$ cat src/rtl/lslf_pkg.sv
`default_nettype none
// ----------------------------------------------------------------------------
// lslf_pkg: shared definitions for the least-squares line fit unit
// Widths, operand select codes, status codes and the controller/datapath
// command and status structs.
// ----------------------------------------------------------------------------
package lslf_pkg;

	localparam int MAX_POINTS = 256;
	localparam int CNT_W      = $clog2(MAX_POINTS + 1);

	localparam int XY_W   = 16;
	localparam int SX_W   = 25;
	localparam int SXY_W  = 40;
	localparam int SXX_W  = 39;

	// shared multiplier: |A| split into two halves, each times |B|
	localparam int OPA_W  = 40;
	localparam int OPB_W  = 25;
	localparam int HALF_W = OPA_W / 2;
	localparam int PROD_W = HALF_W + OPB_W;
	localparam int ACC_W  = 66;

	// divider
	localparam int DEN_W     = 48;
	localparam int DVD_W     = 72;
	localparam int DIV_BITS  = DVD_W;
	localparam int DIV_CNT_W = $clog2(DIV_BITS + 2);
	localparam int Q_W       = 33;
	localparam int RES_W     = 32;
	localparam int SLOPE_SH  = 16;
	localparam int ICPT_SH   = 8;

	// product select codes, ordered as {term, second product of term}
	localparam logic [2:0] PR_N_SXX  = 3'd0;
	localparam logic [2:0] PR_SX_SX  = 3'd1;
	localparam logic [2:0] PR_N_SXY  = 3'd2;
	localparam logic [2:0] PR_SX_SY  = 3'd3;
	localparam logic [2:0] PR_SXX_SY = 3'd4;
	localparam logic [2:0] PR_SX_SXY = 3'd5;

	localparam logic [1:0] STAT_OK       = 2'd0;
	localparam logic [1:0] STAT_DEGEN    = 2'd1;
	localparam logic [1:0] STAT_OVERFLOW = 2'd2;

	typedef struct packed {
		logic       acc_en;
		logic       mul_issue;
		logic [2:0] mul_sel;
		logic       mul_hi;
		logic       mul_neg;
		logic       store_den;
		logic       store_na;
		logic       store_nb;
		logic       div_load;
		logic       div_icpt;
		logic       div_step;
		logic       div_store;
		logic       out_load;
		logic [1:0] out_status;
		logic       clear_sums;
	} lslf_cmd_t;

	typedef struct packed {
		logic overflow;
		logic den_pos;
		logic out_free;
	} lslf_stat_t;

endpackage
`default_nettype wire

$ cat src/rtl/lslf_dp.sv
`default_nettype none
// ----------------------------------------------------------------------------
// lslf_dp: datapath of the line fit unit
// Running sums, shared split multiplier with accumulator, restoring divider
// with saturation, and the output register.
// ----------------------------------------------------------------------------
module lslf_dp (
	input  wire                         clk,
	input  wire                         arst_n,
	input  wire  lslf_pkg::lslf_cmd_t   cmd,
	output lslf_pkg::lslf_stat_t        stat,
	input  wire  [lslf_pkg::XY_W-1:0]   x_value,
	input  wire  [lslf_pkg::XY_W-1:0]   y_value,
	output logic                        m_axis_tvalid,
	input  wire                         m_axis_tready,
	output logic [2*lslf_pkg::RES_W-1:0] m_axis_tdata,  // intercept (high), slope (low)
	output logic [1:0]                  m_axis_tuser   // status
);
	import lslf_pkg::*;

	// running sums
	logic [CNT_W-1:0]        count_q;
	logic                    ovf_q;
	logic signed [SX_W-1:0]  sum_x_q;
	logic signed [SX_W-1:0]  sum_y_q;
	logic signed [SXY_W-1:0] sum_xy_q;
	logic [SXX_W-1:0]        sum_xx_q;

	logic signed [XY_W-1:0]   x_s, y_s;
	logic signed [2*XY_W-1:0] xy_prod, xx_prod;

	assign x_s     = signed'(x_value);
	assign y_s     = signed'(y_value);
	assign xy_prod = x_s * y_s;
	assign xx_prod = x_s * x_s;

	always_ff @(posedge clk or negedge arst_n) begin
		if (!arst_n) begin
			count_q  <= '0;
			ovf_q    <= 1'b0;
			sum_x_q  <= '0;
			sum_y_q  <= '0;
			sum_xy_q <= '0;
			sum_xx_q <= '0;
		end else if (cmd.clear_sums) begin
			count_q  <= '0;
			ovf_q    <= 1'b0;
			sum_x_q  <= '0;
			sum_y_q  <= '0;
			sum_xy_q <= '0;
			sum_xx_q <= '0;
		end else if (cmd.acc_en) begin
			if (count_q == CNT_W'(MAX_POINTS)) begin
				ovf_q <= 1'b1;
			end else begin
				count_q  <= count_q + 1'b1;
				sum_x_q  <= sum_x_q + SX_W'(x_s);
				sum_y_q  <= sum_y_q + SX_W'(y_s);
				sum_xy_q <= sum_xy_q + SXY_W'(xy_prod);
				sum_xx_q <= sum_xx_q + SXX_W'(xx_prod[2*XY_W-2:0]);
			end
		end
	end

	// operand select
	logic signed [OPA_W-1:0] opa;
	logic signed [OPB_W-1:0] opb;
	logic [OPA_W-1:0]        mag_a;
	logic [OPB_W-1:0]        mag_b;

	always_comb begin
		case (cmd.mul_sel)
			PR_N_SXX: begin
				opa = signed'(OPA_W'(sum_xx_q));
				opb = signed'(OPB_W'(count_q));
			end
			PR_SX_SX: begin
				opa = OPA_W'(sum_x_q);
				opb = sum_x_q;
			end
			PR_N_SXY: begin
				opa = sum_xy_q;
				opb = signed'(OPB_W'(count_q));
			end
			PR_SX_SY: begin
				opa = OPA_W'(sum_x_q);
				opb = sum_y_q;
			end
			PR_SXX_SY: begin
				opa = signed'(OPA_W'(sum_xx_q));
				opb = sum_y_q;
			end
			PR_SX_SXY: begin
				opa = sum_xy_q;
				opb = sum_x_q;
			end
			default: begin
				opa = '0;
				opb = '0;
			end
		endcase
		mag_a = opa[OPA_W-1] ? unsigned'(-opa) : unsigned'(opa);
		mag_b = opb[OPB_W-1] ? unsigned'(-opb) : unsigned'(opb);
	end

	// multiply pipeline: operands, product, accumulate
	logic [HALF_W-1:0] opa_s1;
	logic [OPB_W-1:0]  opb_s1;
	logic              vld_s1, hi_s1, neg_s1;
	logic [PROD_W-1:0] prod_s2;
	logic              vld_s2, hi_s2, neg_s2;
	logic signed [ACC_W-1:0] acc_q;
	logic [ACC_W-1:0]  prod_ext;

	always_ff @(posedge clk or negedge arst_n) begin
		if (!arst_n) begin
			vld_s1 <= 1'b0;
			vld_s2 <= 1'b0;
		end else begin
			vld_s1 <= cmd.mul_issue;
			vld_s2 <= vld_s1;
		end
	end

	always_ff @(posedge clk) begin
		opa_s1  <= cmd.mul_hi ? mag_a[OPA_W-1:HALF_W] : mag_a[HALF_W-1:0];
		opb_s1  <= mag_b;
		hi_s1   <= cmd.mul_hi;
		neg_s1  <= opa[OPA_W-1] ^ opb[OPB_W-1] ^ cmd.mul_neg;
		prod_s2 <= PROD_W'(opa_s1) * PROD_W'(opb_s1);
		hi_s2   <= hi_s1;
		neg_s2  <= neg_s1;
	end

	assign prod_ext = hi_s2 ? ACC_W'({prod_s2, {HALF_W{1'b0}}}) : ACC_W'(prod_s2);

	logic [DEN_W-1:0]        den_q;
	logic                    den_pos_q;
	logic signed [ACC_W-1:0] na_q, nb_q;

	always_ff @(posedge clk or negedge arst_n) begin
		if (!arst_n) begin
			acc_q     <= '0;
			den_pos_q <= 1'b0;
		end else if (cmd.store_den || cmd.store_na || cmd.store_nb) begin
			acc_q <= '0;
			if (cmd.store_den)
				den_pos_q <= !acc_q[ACC_W-1] && (acc_q != '0);
		end else if (vld_s2) begin
			acc_q <= neg_s2 ? acc_q - signed'(prod_ext) : acc_q + signed'(prod_ext);
		end
	end

	always_ff @(posedge clk) begin
		if (cmd.store_den)
			den_q <= acc_q[DEN_W-1:0];
		if (cmd.store_na)
			na_q <= acc_q;
		if (cmd.store_nb)
			nb_q <= acc_q;
	end

	// restoring divider, one quotient bit per cycle
	logic signed [ACC_W-1:0] num;
	logic [ACC_W-1:0]        num_mag;
	logic [DVD_W-1:0]        dvd_init;
	logic [DVD_W-1:0]        dvd_q;
	logic [DEN_W-1:0]        rem_q;
	logic [Q_W-1:0]          q_q;
	logic                    sticky_q, qneg_q;
	logic [DEN_W:0]          trial;
	logic                    ge;
	logic                    big;
	logic [RES_W-1:0]        res;
	logic [RES_W-1:0]        slope_q, icpt_q;

	assign num      = cmd.div_icpt ? nb_q : na_q;
	assign num_mag  = num[ACC_W-1] ? unsigned'(-num) : unsigned'(num);
	assign dvd_init = cmd.div_icpt ?
		{num_mag[DVD_W-ICPT_SH-1:0], {ICPT_SH{1'b0}}} :
		{num_mag[DVD_W-SLOPE_SH-1:0], {SLOPE_SH{1'b0}}};
	assign trial    = {rem_q, dvd_q[DVD_W-1]};
	assign ge       = trial >= {1'b0, den_q};
	assign big      = sticky_q | q_q[Q_W-1];

	always_comb begin
		if (!qneg_q)
			res = (big || q_q[RES_W-1]) ? {1'b0, {(RES_W-1){1'b1}}} : q_q[RES_W-1:0];
		else if (big || (q_q[RES_W-1] && (q_q[RES_W-2:0] != '0)))
			res = {1'b1, {(RES_W-1){1'b0}}};
		else
			res = -q_q[RES_W-1:0];
	end

	always_ff @(posedge clk) begin
		if (cmd.div_load) begin
			dvd_q    <= dvd_init;
			rem_q    <= '0;
			q_q      <= '0;
			sticky_q <= 1'b0;
			qneg_q   <= num[ACC_W-1];
		end else if (cmd.div_step) begin
			dvd_q    <= dvd_q << 1;
			rem_q    <= ge ? DEN_W'(trial - {1'b0, den_q}) : trial[DEN_W-1:0];
			q_q      <= {q_q[Q_W-2:0], ge};
			sticky_q <= sticky_q | q_q[Q_W-1];
		end
		if (cmd.div_store) begin
			if (cmd.div_icpt)
				icpt_q <= res;
			else
				slope_q <= res;
		end
	end

	// output register
	logic out_vld_q;

	always_ff @(posedge clk or negedge arst_n) begin
		if (!arst_n)
			out_vld_q <= 1'b0;
		else if (cmd.out_load)
			out_vld_q <= 1'b1;
		else if (m_axis_tready)
			out_vld_q <= 1'b0;
	end

	always_ff @(posedge clk) begin
		if (cmd.out_load) begin
			m_axis_tdata <= (cmd.out_status == STAT_OK) ? {icpt_q, slope_q} : '0;
			m_axis_tuser <= cmd.out_status;
		end
	end

	assign m_axis_tvalid = out_vld_q;

	assign stat.overflow = ovf_q;
	assign stat.den_pos  = den_pos_q;
	assign stat.out_free = !out_vld_q || m_axis_tready;

endmodule
`default_nettype wire

$ cat src/rtl/lslf_ctrl.sv
`default_nettype none
// ----------------------------------------------------------------------------
// lslf_ctrl: sequencer of the line fit unit
// Accepts points, steps the multiplier through the three normal equation
// terms, runs the two divisions if status is OK, loads the output register.
// ----------------------------------------------------------------------------
module lslf_ctrl (
	input  wire                        clk,
	input  wire                        arst_n,
	input  wire                        s_axis_tvalid,
	input  wire                        s_axis_tlast,
	output logic                       s_axis_tready,
	input  wire  lslf_pkg::lslf_stat_t stat,
	output lslf_pkg::lslf_cmd_t        cmd
);
	import lslf_pkg::*;

	localparam logic [1:0] ST_ACC = 2'd0;
	localparam logic [1:0] ST_MUL = 2'd1;
	localparam logic [1:0] ST_DIV = 2'd2;
	localparam logic [1:0] ST_OUT = 2'd3;

	localparam logic [1:0] TERM_DEN = 2'd0;
	localparam logic [1:0] TERM_NA  = 2'd1;
	localparam logic [1:0] TERM_NB  = 2'd2;

	// four issues, then the store once the last product is accumulated
	localparam logic [2:0] STEP_LAST_ISSUE = 3'd3;
	localparam logic [2:0] STEP_STORE      = 3'd6;
	localparam logic [DIV_CNT_W-1:0] DIV_CNT_STORE = DIV_CNT_W'(DIV_BITS + 1);

	logic [1:0]           state_q;
	logic [1:0]           term_q;
	logic [2:0]           step_q;
	logic [DIV_CNT_W-1:0] div_cnt_q;
	logic                 icpt_q;

	always_comb begin
		cmd           = '0;
		s_axis_tready = 1'b0;
		cmd.div_icpt  = icpt_q;
		case (state_q)
			ST_ACC: begin
				s_axis_tready = 1'b1;
				cmd.acc_en    = s_axis_tvalid;
			end
			ST_MUL: begin
				if (step_q <= STEP_LAST_ISSUE) begin
					cmd.mul_issue = 1'b1;
					cmd.mul_sel   = {term_q, step_q[1]};
					cmd.mul_hi    = step_q[0];
					cmd.mul_neg   = step_q[1];
				end
				if (step_q == STEP_STORE) begin
					case (term_q)
						TERM_DEN: cmd.store_den = 1'b1;
						TERM_NA:  cmd.store_na  = 1'b1;
						TERM_NB:  cmd.store_nb  = 1'b1;
						default:  cmd.store_nb  = 1'b0;
					endcase
				end
			end
			ST_DIV: begin
				if (div_cnt_q == '0)
					cmd.div_load = 1'b1;
				else if (div_cnt_q == DIV_CNT_STORE)
					cmd.div_store = 1'b1;
				else
					cmd.div_step = 1'b1;
			end
			ST_OUT: begin
				cmd.out_load   = stat.out_free;
				cmd.clear_sums = stat.out_free;
			end
			default: ;
		endcase
		if (stat.overflow)
			cmd.out_status = STAT_OVERFLOW;
		else if (!stat.den_pos)
			cmd.out_status = STAT_DEGEN;
		else
			cmd.out_status = STAT_OK;
	end

	always_ff @(posedge clk or negedge arst_n) begin
		if (!arst_n) begin
			state_q   <= ST_ACC;
			term_q    <= TERM_DEN;
			step_q    <= '0;
			div_cnt_q <= '0;
			icpt_q    <= 1'b0;
		end else begin
			case (state_q)
				ST_ACC: begin
					if (s_axis_tvalid && s_axis_tlast) begin
						state_q <= ST_MUL;
						term_q  <= TERM_DEN;
						step_q  <= '0;
					end
				end
				ST_MUL: begin
					if (step_q == STEP_STORE) begin
						step_q <= '0;
						if (term_q == TERM_NB) begin
							div_cnt_q <= '0;
							icpt_q    <= 1'b0;
							state_q   <= (!stat.overflow && stat.den_pos) ? ST_DIV : ST_OUT;
						end else begin
							term_q <= term_q + 1'b1;
						end
					end else begin
						step_q <= step_q + 1'b1;
					end
				end
				ST_DIV: begin
					if (div_cnt_q == DIV_CNT_STORE) begin
						div_cnt_q <= '0;
						if (icpt_q)
							state_q <= ST_OUT;
						else
							icpt_q <= 1'b1;
					end else begin
						div_cnt_q <= div_cnt_q + 1'b1;
					end
				end
				ST_OUT: begin
					if (stat.out_free)
						state_q <= ST_ACC;
				end
				default: state_q <= ST_ACC;
			endcase
		end
	end

endmodule
`default_nettype wire

$ cat src/rtl/least_squares_line_fit_unit.sv
`default_nettype none
// Points are taken one per cycle; a point marked last stalls the input until
// its result is in the output register.
// After the last point the fit runs the three terms on the shared split
// multiplier, then the two divisions in the one-bit-per-cycle divider, then
// loads the output; when status is nonzero the divisions are skipped.
// Asynchronous active-low reset clears the count, all sums and the output valid.
// ----------------------------------------------------------------------------
// least_squares_line_fit_unit: streaming least-squares line fit
// Accumulates Q8.8 points and on the last one returns slope and intercept
// in Q16.16 with a status code.
// ----------------------------------------------------------------------------
module least_squares_line_fit_unit (
	input  wire         clk,
	input  wire         arst_n,
	input  wire         s_axis_tvalid,
	output logic        s_axis_tready,
	input  wire  [31:0] s_axis_tdata,  // y_value (high), x_value (low)
	input  wire         s_axis_tlast,  // last_point
	output logic        m_axis_tvalid,
	input  wire         m_axis_tready,
	output logic [63:0] m_axis_tdata,  // intercept (high), slope (low)
	output logic [1:0]  m_axis_tuser   // status
);
	import lslf_pkg::*;

	lslf_cmd_t  cmd;
	lslf_stat_t stat;

	lslf_ctrl u_ctrl (
		.clk           (clk),
		.arst_n        (arst_n),
		.s_axis_tvalid (s_axis_tvalid),
		.s_axis_tlast  (s_axis_tlast),
		.s_axis_tready (s_axis_tready),
		.stat          (stat),
		.cmd           (cmd)
	);

	lslf_dp u_dp (
		.clk           (clk),
		.arst_n        (arst_n),
		.cmd           (cmd),
		.stat          (stat),
		.x_value       (s_axis_tdata[XY_W-1:0]),
		.y_value       (s_axis_tdata[2*XY_W-1:XY_W]),
		.m_axis_tvalid (m_axis_tvalid),
		.m_axis_tready (m_axis_tready),
		.m_axis_tdata  (m_axis_tdata),
		.m_axis_tuser  (m_axis_tuser)
	);

	// the fit runs with the input held off
	a_stall_after_last: assert property (@(posedge clk) disable iff (!arst_n)
		(s_axis_tvalid && s_axis_tready && s_axis_tlast) |=> !s_axis_tready)
		else $error("input accepted right after last point");

	// failed fits carry zero slope and intercept
	a_zero_on_error: assert property (@(posedge clk) disable iff (!arst_n)
		(m_axis_tvalid && (m_axis_tuser != STAT_OK)) |-> (m_axis_tdata == '0))
		else $error("nonzero fit data with error status");

	// a new point never lands while the sequencer is busy
	a_no_load_while_busy: assert property (@(posedge clk) disable iff (!arst_n)
		(cmd.mul_issue || cmd.div_step) |-> !cmd.acc_en)
		else $error("point accumulated during fit");

endmodule
`default_nettype wire
$ cat config.mk
export PLATFORM = sky130hd
export DESIGN_NAME = least_squares_line_fit_unit
export DESIGN_NICKNAME = d
export VERILOG_FILES = /design/src/rtl/lslf_pkg.sv /design/src/rtl/lslf_dp.sv /design/src/rtl/lslf_ctrl.sv /design/src/rtl/least_squares_line_fit_unit.sv
export SDC_FILE = /design/constraint.sdc
export NUM_CORES = 2
export LEC_CHECK = 0
export BUFFER_PORTS_ARGS = -buffer_cell sky130_fd_sc_hd__buf_2
export CAP_MARGIN = 20
export CORE_MARGIN = 2
export CORE_UTILIZATION = 45
export DETAILED_ROUTE_END_ITERATION = 7
export SLEW_MARGIN = 0
export SYNTH_ARGS = -nofsm -noshare
export SYNTH_HDL_FRONTEND = slang
export SYNTH_HIERARCHICAL = 1
export SYNTH_SLANG_ARGS = --single-unit
export TNS_END_PERCENT = 10
$ cat constraint.sdc
create_clock -name clk -period 11.6 [get_ports clk]
set_input_delay 1.16 -clock clk [delete_from_list [all_inputs] [get_ports clk]]
set_output_delay 1.16 -clock clk [all_outputs]
set_load 0.1 [all_outputs]
# Yosys cells after proc, flatten, opt, wreduce, memory -nomap -nowiden
# Index checks and enable logic that the tools add are counted.
totals:
  word_cells: 201
  n_memories: 0
  ff_bits: 783
  output_inout_bits: 68
  inputBits: 37
  mem_bits_rw: 0
  latchBits: 0
  romBits: 0
classes:
  bitwise: 4
  n_reduce_logical: 42
  order_cmp: 2
  n_eq_ne: 21
  div: 0
  add_sub_neg: 15
  n_mux: 78
  shift: 0
  mul: 3
op_table:
  columns: ["cell", "count"]
  rows:
  - ["66-bit two-way mux", 4]
  - ["72-bit two-way mux", 3]
  - ["40-bit two-way mux", 4]
  - ["25-bit two-way mux", 6]
  - ["40-bit case mux with 3 select lines", 1]
  - ["39-bit two-way mux", 3]
  - ["32-bit two-way mux", 3]
  - ["25-bit case mux with 3 select lines", 1]
  - ["66-bit adder", 1]
  - ["66-bit nonzero test", 1]
  - ["66-bit subtractor", 1]
  - ["65-bit two-way mux", 1]
  - ["64-bit two-way mux", 1]
  - ["64-bit negator", 1]
  - ["25-bit by 16-bit adder with 25-bit output", 2]
  - ["49-bit by 48-bit greater-or-equal comparator with 1-bit output", 1]
  - ["48-bit two-way mux", 1]
  - ["48-bit subtractor", 1]
  - ["20-bit by 25-bit multiplier with 45-bit output", 1]
  - ["40-bit by 32-bit adder with 40-bit output", 1]
  - ["40-bit negator", 1]
  - ["39-bit by 31-bit adder with 39-bit output", 1]
  - ["9-bit two-way mux", 4]
  - ["16-bit by 16-bit multiplier with 32-bit output", 1]
  - ["45 further kinds", 120]

# Depth between registers and ports, before layout
depth:
  depth_word: 10
  mapped_depth: 37
  ltp_nobuf: 36

# Modules after synthesis
# Netlist, hierarchy kept.
by_module_without_submodules:
  columns: ["module", "seq_area_each_um2", "n_inst", "area_per_inst_um2", "cells_per_inst"]
  rows:
  - ["lslf_dp", 19894.1, 1, 81682.1, 8893]
  - ["lslf_ctrl", 375.4, 1, 1171.1, 131]

# Worst setup path after synthesis
# OpenSTA, ideal clock, no wires.
synth_timing:
  path_type: "input to register"
  from: "input port s_axis_tdata[8]"
  to: "register u_dp.sum_xx_q[36]"
  setup_slack_ns: 2.564
  t_arrival_ns: 8.905
  t_required_ns: 11.468
  setup_time_ns: 0.132
  path_buffers: 2
  path_stages: 34
  cell_sequence: "clkbuf_1 clkbuf_1 nand2_1 inv_1 fa_1 inv_1 fa_1 fa_1 fa_1 inv_1 fa_1 inv_1 fa_1 inv_1 ha_1 a21o_1 a21o_1 or4_1 a31oi_1 o21ai_0 a21oi_1 xnor2_1 ha_1 a21o_1 a21o_1 a21o_1 a21o_1 a21oi_1 o211ai_1 a41o_1 o41a_1 and4_1 xnor2_1 nor2_1"
synth_between:
  elab_chain_len: 5
synth_lines:
  columns: ["item", "line_no", "rtl"]
  rows:
  - ["start: declaration", "least_squares_line_fit_unit.sv:18", "input wire [31:0] s_axis_tdata,"]
  - ["16-bit by 16-bit multiplier with 31-bit output", "lslf_dp.sv:35", "assign xx_prod = x_s * x_s;"]
  - ["39-bit by 31-bit adder with 39-bit output", "lslf_dp.sv:60", "sum_xx_q <= sum_xx_q + SXX_W'(xx_prod[2*XY_W-2:0]);"]
  - ["39-bit two-way mux", "lslf_dp.sv:53", "if (count_q == CNT_W'(MAX_POINTS)) begin"]
  - ["39-bit two-way mux", "lslf_dp.sv:52", "end else if (cmd.acc_en) begin"]
  - ["39-bit two-way mux", "lslf_dp.sv:45", "end else if (cmd.clear_sums) begin"]
  - ["end signal: assignment", "lslf_dp.sv:60", null]
  - ["end: declaration", "lslf_dp.sv:27", "logic [SXX_W-1:0] sum_xx_q;"]
# No other way between the ends. The select of a mux whose other input is x is not followed.
# A chain may end at the register's enable or synchronous reset.

# Final worst setup path
layout_timing:
  from: "input port s_axis_tdata[2]"
  to: "register u_dp.sum_xx_q[36]"
# Same word-level chain as after synthesis.

==> run metrics <==
post-synth top area cell fa_1; Worst R2R Setup Slack 2.58 ns; critical path type in -> reg; top cell type's share of synthesized area 0.2346; fraction of the yosys area taken by sequential cells 0.2446; global-route usage over all layers 0.2576; Max Cap Viol 0; total standard cell area after synthesis 82850 um^2; clk sink count 771; Syn-to-layout area delta 7.117%; highest-count cells in the layout ignoring fill and taps inv_1, nand2_1, fa_1; EDFF count, synth 371; initial antenna violation count 5; type of the tightest min-delay check reg -> reg; H-tree levels 3; total number of vias 63.49k; Clock Pin Slew Worst Setup and Hold Paths 0.06 ns; proportion of layout cells with a drive suffix above 1 0.05221; post-synth cell types 92; most frequent cell on the critical path a21o_1; Post-route DRC 0; worst clock skew 0.07752 ns; Inserted Clock Buffers 91; worst slack, placed 1.597 ns; CTS Hold Bufs 0; final weighted congestion in routability-driven placement 0.9663; post-route clock period utilization 0.8078; Relative slew margins 0.2026; Syn Nets 10.61k; largest stage delay on the critical path 0.65 ns; fillcell total 17.28k; WL final 240500 um; category of the worst setup path capture point flop; most common library cell in the layout ignoring fill and taps inv_1; sum of net half-perimeters after detailed placement 182300 um; number of gates resized after CTS 0; full die area 187600 um^2; critical path's slowest cell buf_2; first-pass GRT wire length 377200 um; Iter 0 DRT Violations 4148; setup tns final 0 ns; Worst EP required 12.15 ns; max-slew violation total from the final report 0; via count of the first global-routing pass 65.40k; global route overflow 0; final layout net count 10.45k; cell row count 157; Yosys warnings 6; maximum achievable frequency 0.1067 GHz; number of vias per cell after detailed routing 5.565; Synth Instances 9024; prevailing post-synth register cell edfxtp_1; largest net degree at the start of global routing 140; core region area 183100 um^2; worst path arrival time 9.92 ns; Critical Path Source Type primary input; TritonCTS clock tree done; Top Ports 105; fin util 0.4848; final number of setup-violating endpoints 0; residual antenna-violating net count after detailed routing 0; IO Port Bufs 104; run status completed; clock root buffer master clkbuf_16; synthesized area divided by synthesized cell count 9.181 um^2; routed wirelength normalized by instance count 21.08 um; async set-reset flop share out of synthesis 0.2905; Post-CTS Setup Repair Bufs 0; post-route minimum period 9.371 ns; RSZ-0062 raised after global routing false; flip-flop and latch count after synthesis 771; top cells by area in the synthesized netlist fa_1, edfxtp_1, ha_1, dfrtp_1, inv_1; total count of hold-check failures in the final report 0; length of the first detailed-routing pass in iterations 5; critical path fanouts, max 33; Die Width 433.1 um; Die Y-Extent 433.1 um; worst-skew pair later-pin latency 0.73 ns; Least-Margin Pin Slew 1.194 ns; CTS Buffer Depth 3; starting utilization of the core area 0.4526; PnR worst setup slack 2.229 ns
[Yosys cell counts, types with 21 or more instances]
cell type and number:
mux2i_1 151, nor3_1 112, nor2b_1 95, dfrtp_1 224, a21oi_1 581, fa_1 971
edfxtp_1 371, nand3_1 124, o211ai_1 42, nand4_1 61, o21ai_0 288, or3_1 41
mux2_2 22, and3_1 37, dfxtp_1 176, a211oi_1 78, a22oi_1 32, ha_1 574
or2_2 40, o22a_1 25, nand2_1 1037, o21a_1 41, nor4_1 37, a21o_1 198
o22ai_1 21, nor2_1 538, inv_1 1200, xnor2_1 295, a31oi_1 68, nand2b_1 68
and2_1 412, o21bai_1 52, buf_1 52, o31ai_1 35, xor2_1 185, clkbuf_1 367
a22o_1 38
[worst paths after layout]
path,from,endpoint,depth (start not counted)
min in group asynchronous,arst_n,u_dp/sum_xy_q[38],1
worst max register to register,u_dp/opb_s1[10],u_dp/prod_s2[44],23
worst min-delay path,u_dp/hi_s1,u_dp/hi_s2,0
worst max-delay path,s_axis_tdata[2],u_dp/sum_xx_q[36],34
max in group asynchronous,arst_n,u_dp/acc_q[29],2
worst min register to register,u_dp/hi_s1,u_dp/hi_s2,0
[routing by layer]
layer	wire [um]	track usage	vias to the layer above
met5	0	0	-
met4	11240	0.1132	0
met3	12610	0.03214	443
met2	115300	0.4381	1861
met1	101400	0.3291	31620
li1	-	-	29570
[worst max-delay path: cells and delay by family]
kind	cells	cell delay (ns)
fa+ha+maj	8	3.48
compound gates	15	3.05
simple gates	3	0.56
xor+xnor	3	0.51
buf+inv	5	1.14
[final cells by class]
cell class              count  area (um^2)  share of cell area
clock buffers             126         2634             0.02968
clock inverters            46        467.9            0.005273
inverters                1206         4527             0.05101
flip-flops and latches    771        20280              0.2285
repair buffers            188         1306             0.01472
diodes                      1        2.502          0.00002820
well taps                2464         3083             0.03474
multi-input cells        6607        56450              0.6360
[through the flow]
stage	instances	area (um^2)	hold WS (ns)
floorplan	9024	82850	0.3096
global placement	11230	85460	0.3157
detailed placement	11230	85460	0.3126
CTS	11400	88560	0.3244
global route	11410	88750	0.3365
finish	11410	88750	0.3244
[registers in the layout, indices dropped and copies added (netlist names), 2 cells and up]
register           count
u_dp/count_q           9
u_dp/m_axis_tuser      2
u_dp/sum_y_q          25
u_ctrl/term_q          2
u_dp/sum_x_q          25
u_dp/den_q            48
u_ctrl/div_cnt_q       7
u_dp/opb_s1           25
u_dp/sum_xx_q         39
u_dp/sum_xy_q         40
u_dp/q_q              33
u_dp/dvd_q            64
u_dp/m_axis_tdata     64
u_ctrl/state_q         2
u_dp/prod_s2          45
u_dp/slope_q          32
u_dp/na_q             63
u_ctrl/step_q          3
u_dp/nb_q             65
u_dp/opa_s1           20
u_dp/icpt_q           32
u_dp/rem_q            48
u_dp/acc_q            66
[kinds of logic after synthesis]
kind of cell,count (synthesis),synth area share
AOI/OAI and AO/OA,1717,0.1323
xor gates and xnor gates,480,0.05074
adders and majority gates,1545,0.3213
buffers and inverters,1646,0.07517
DFF,771,0.2446
muxes,173,0.02123
and+or+nand+nor,2692,0.1547
Power is left out: the tool's default activity adds up to more than one toggle a clock period on the data nets, which glitch-free logic cannot reach.
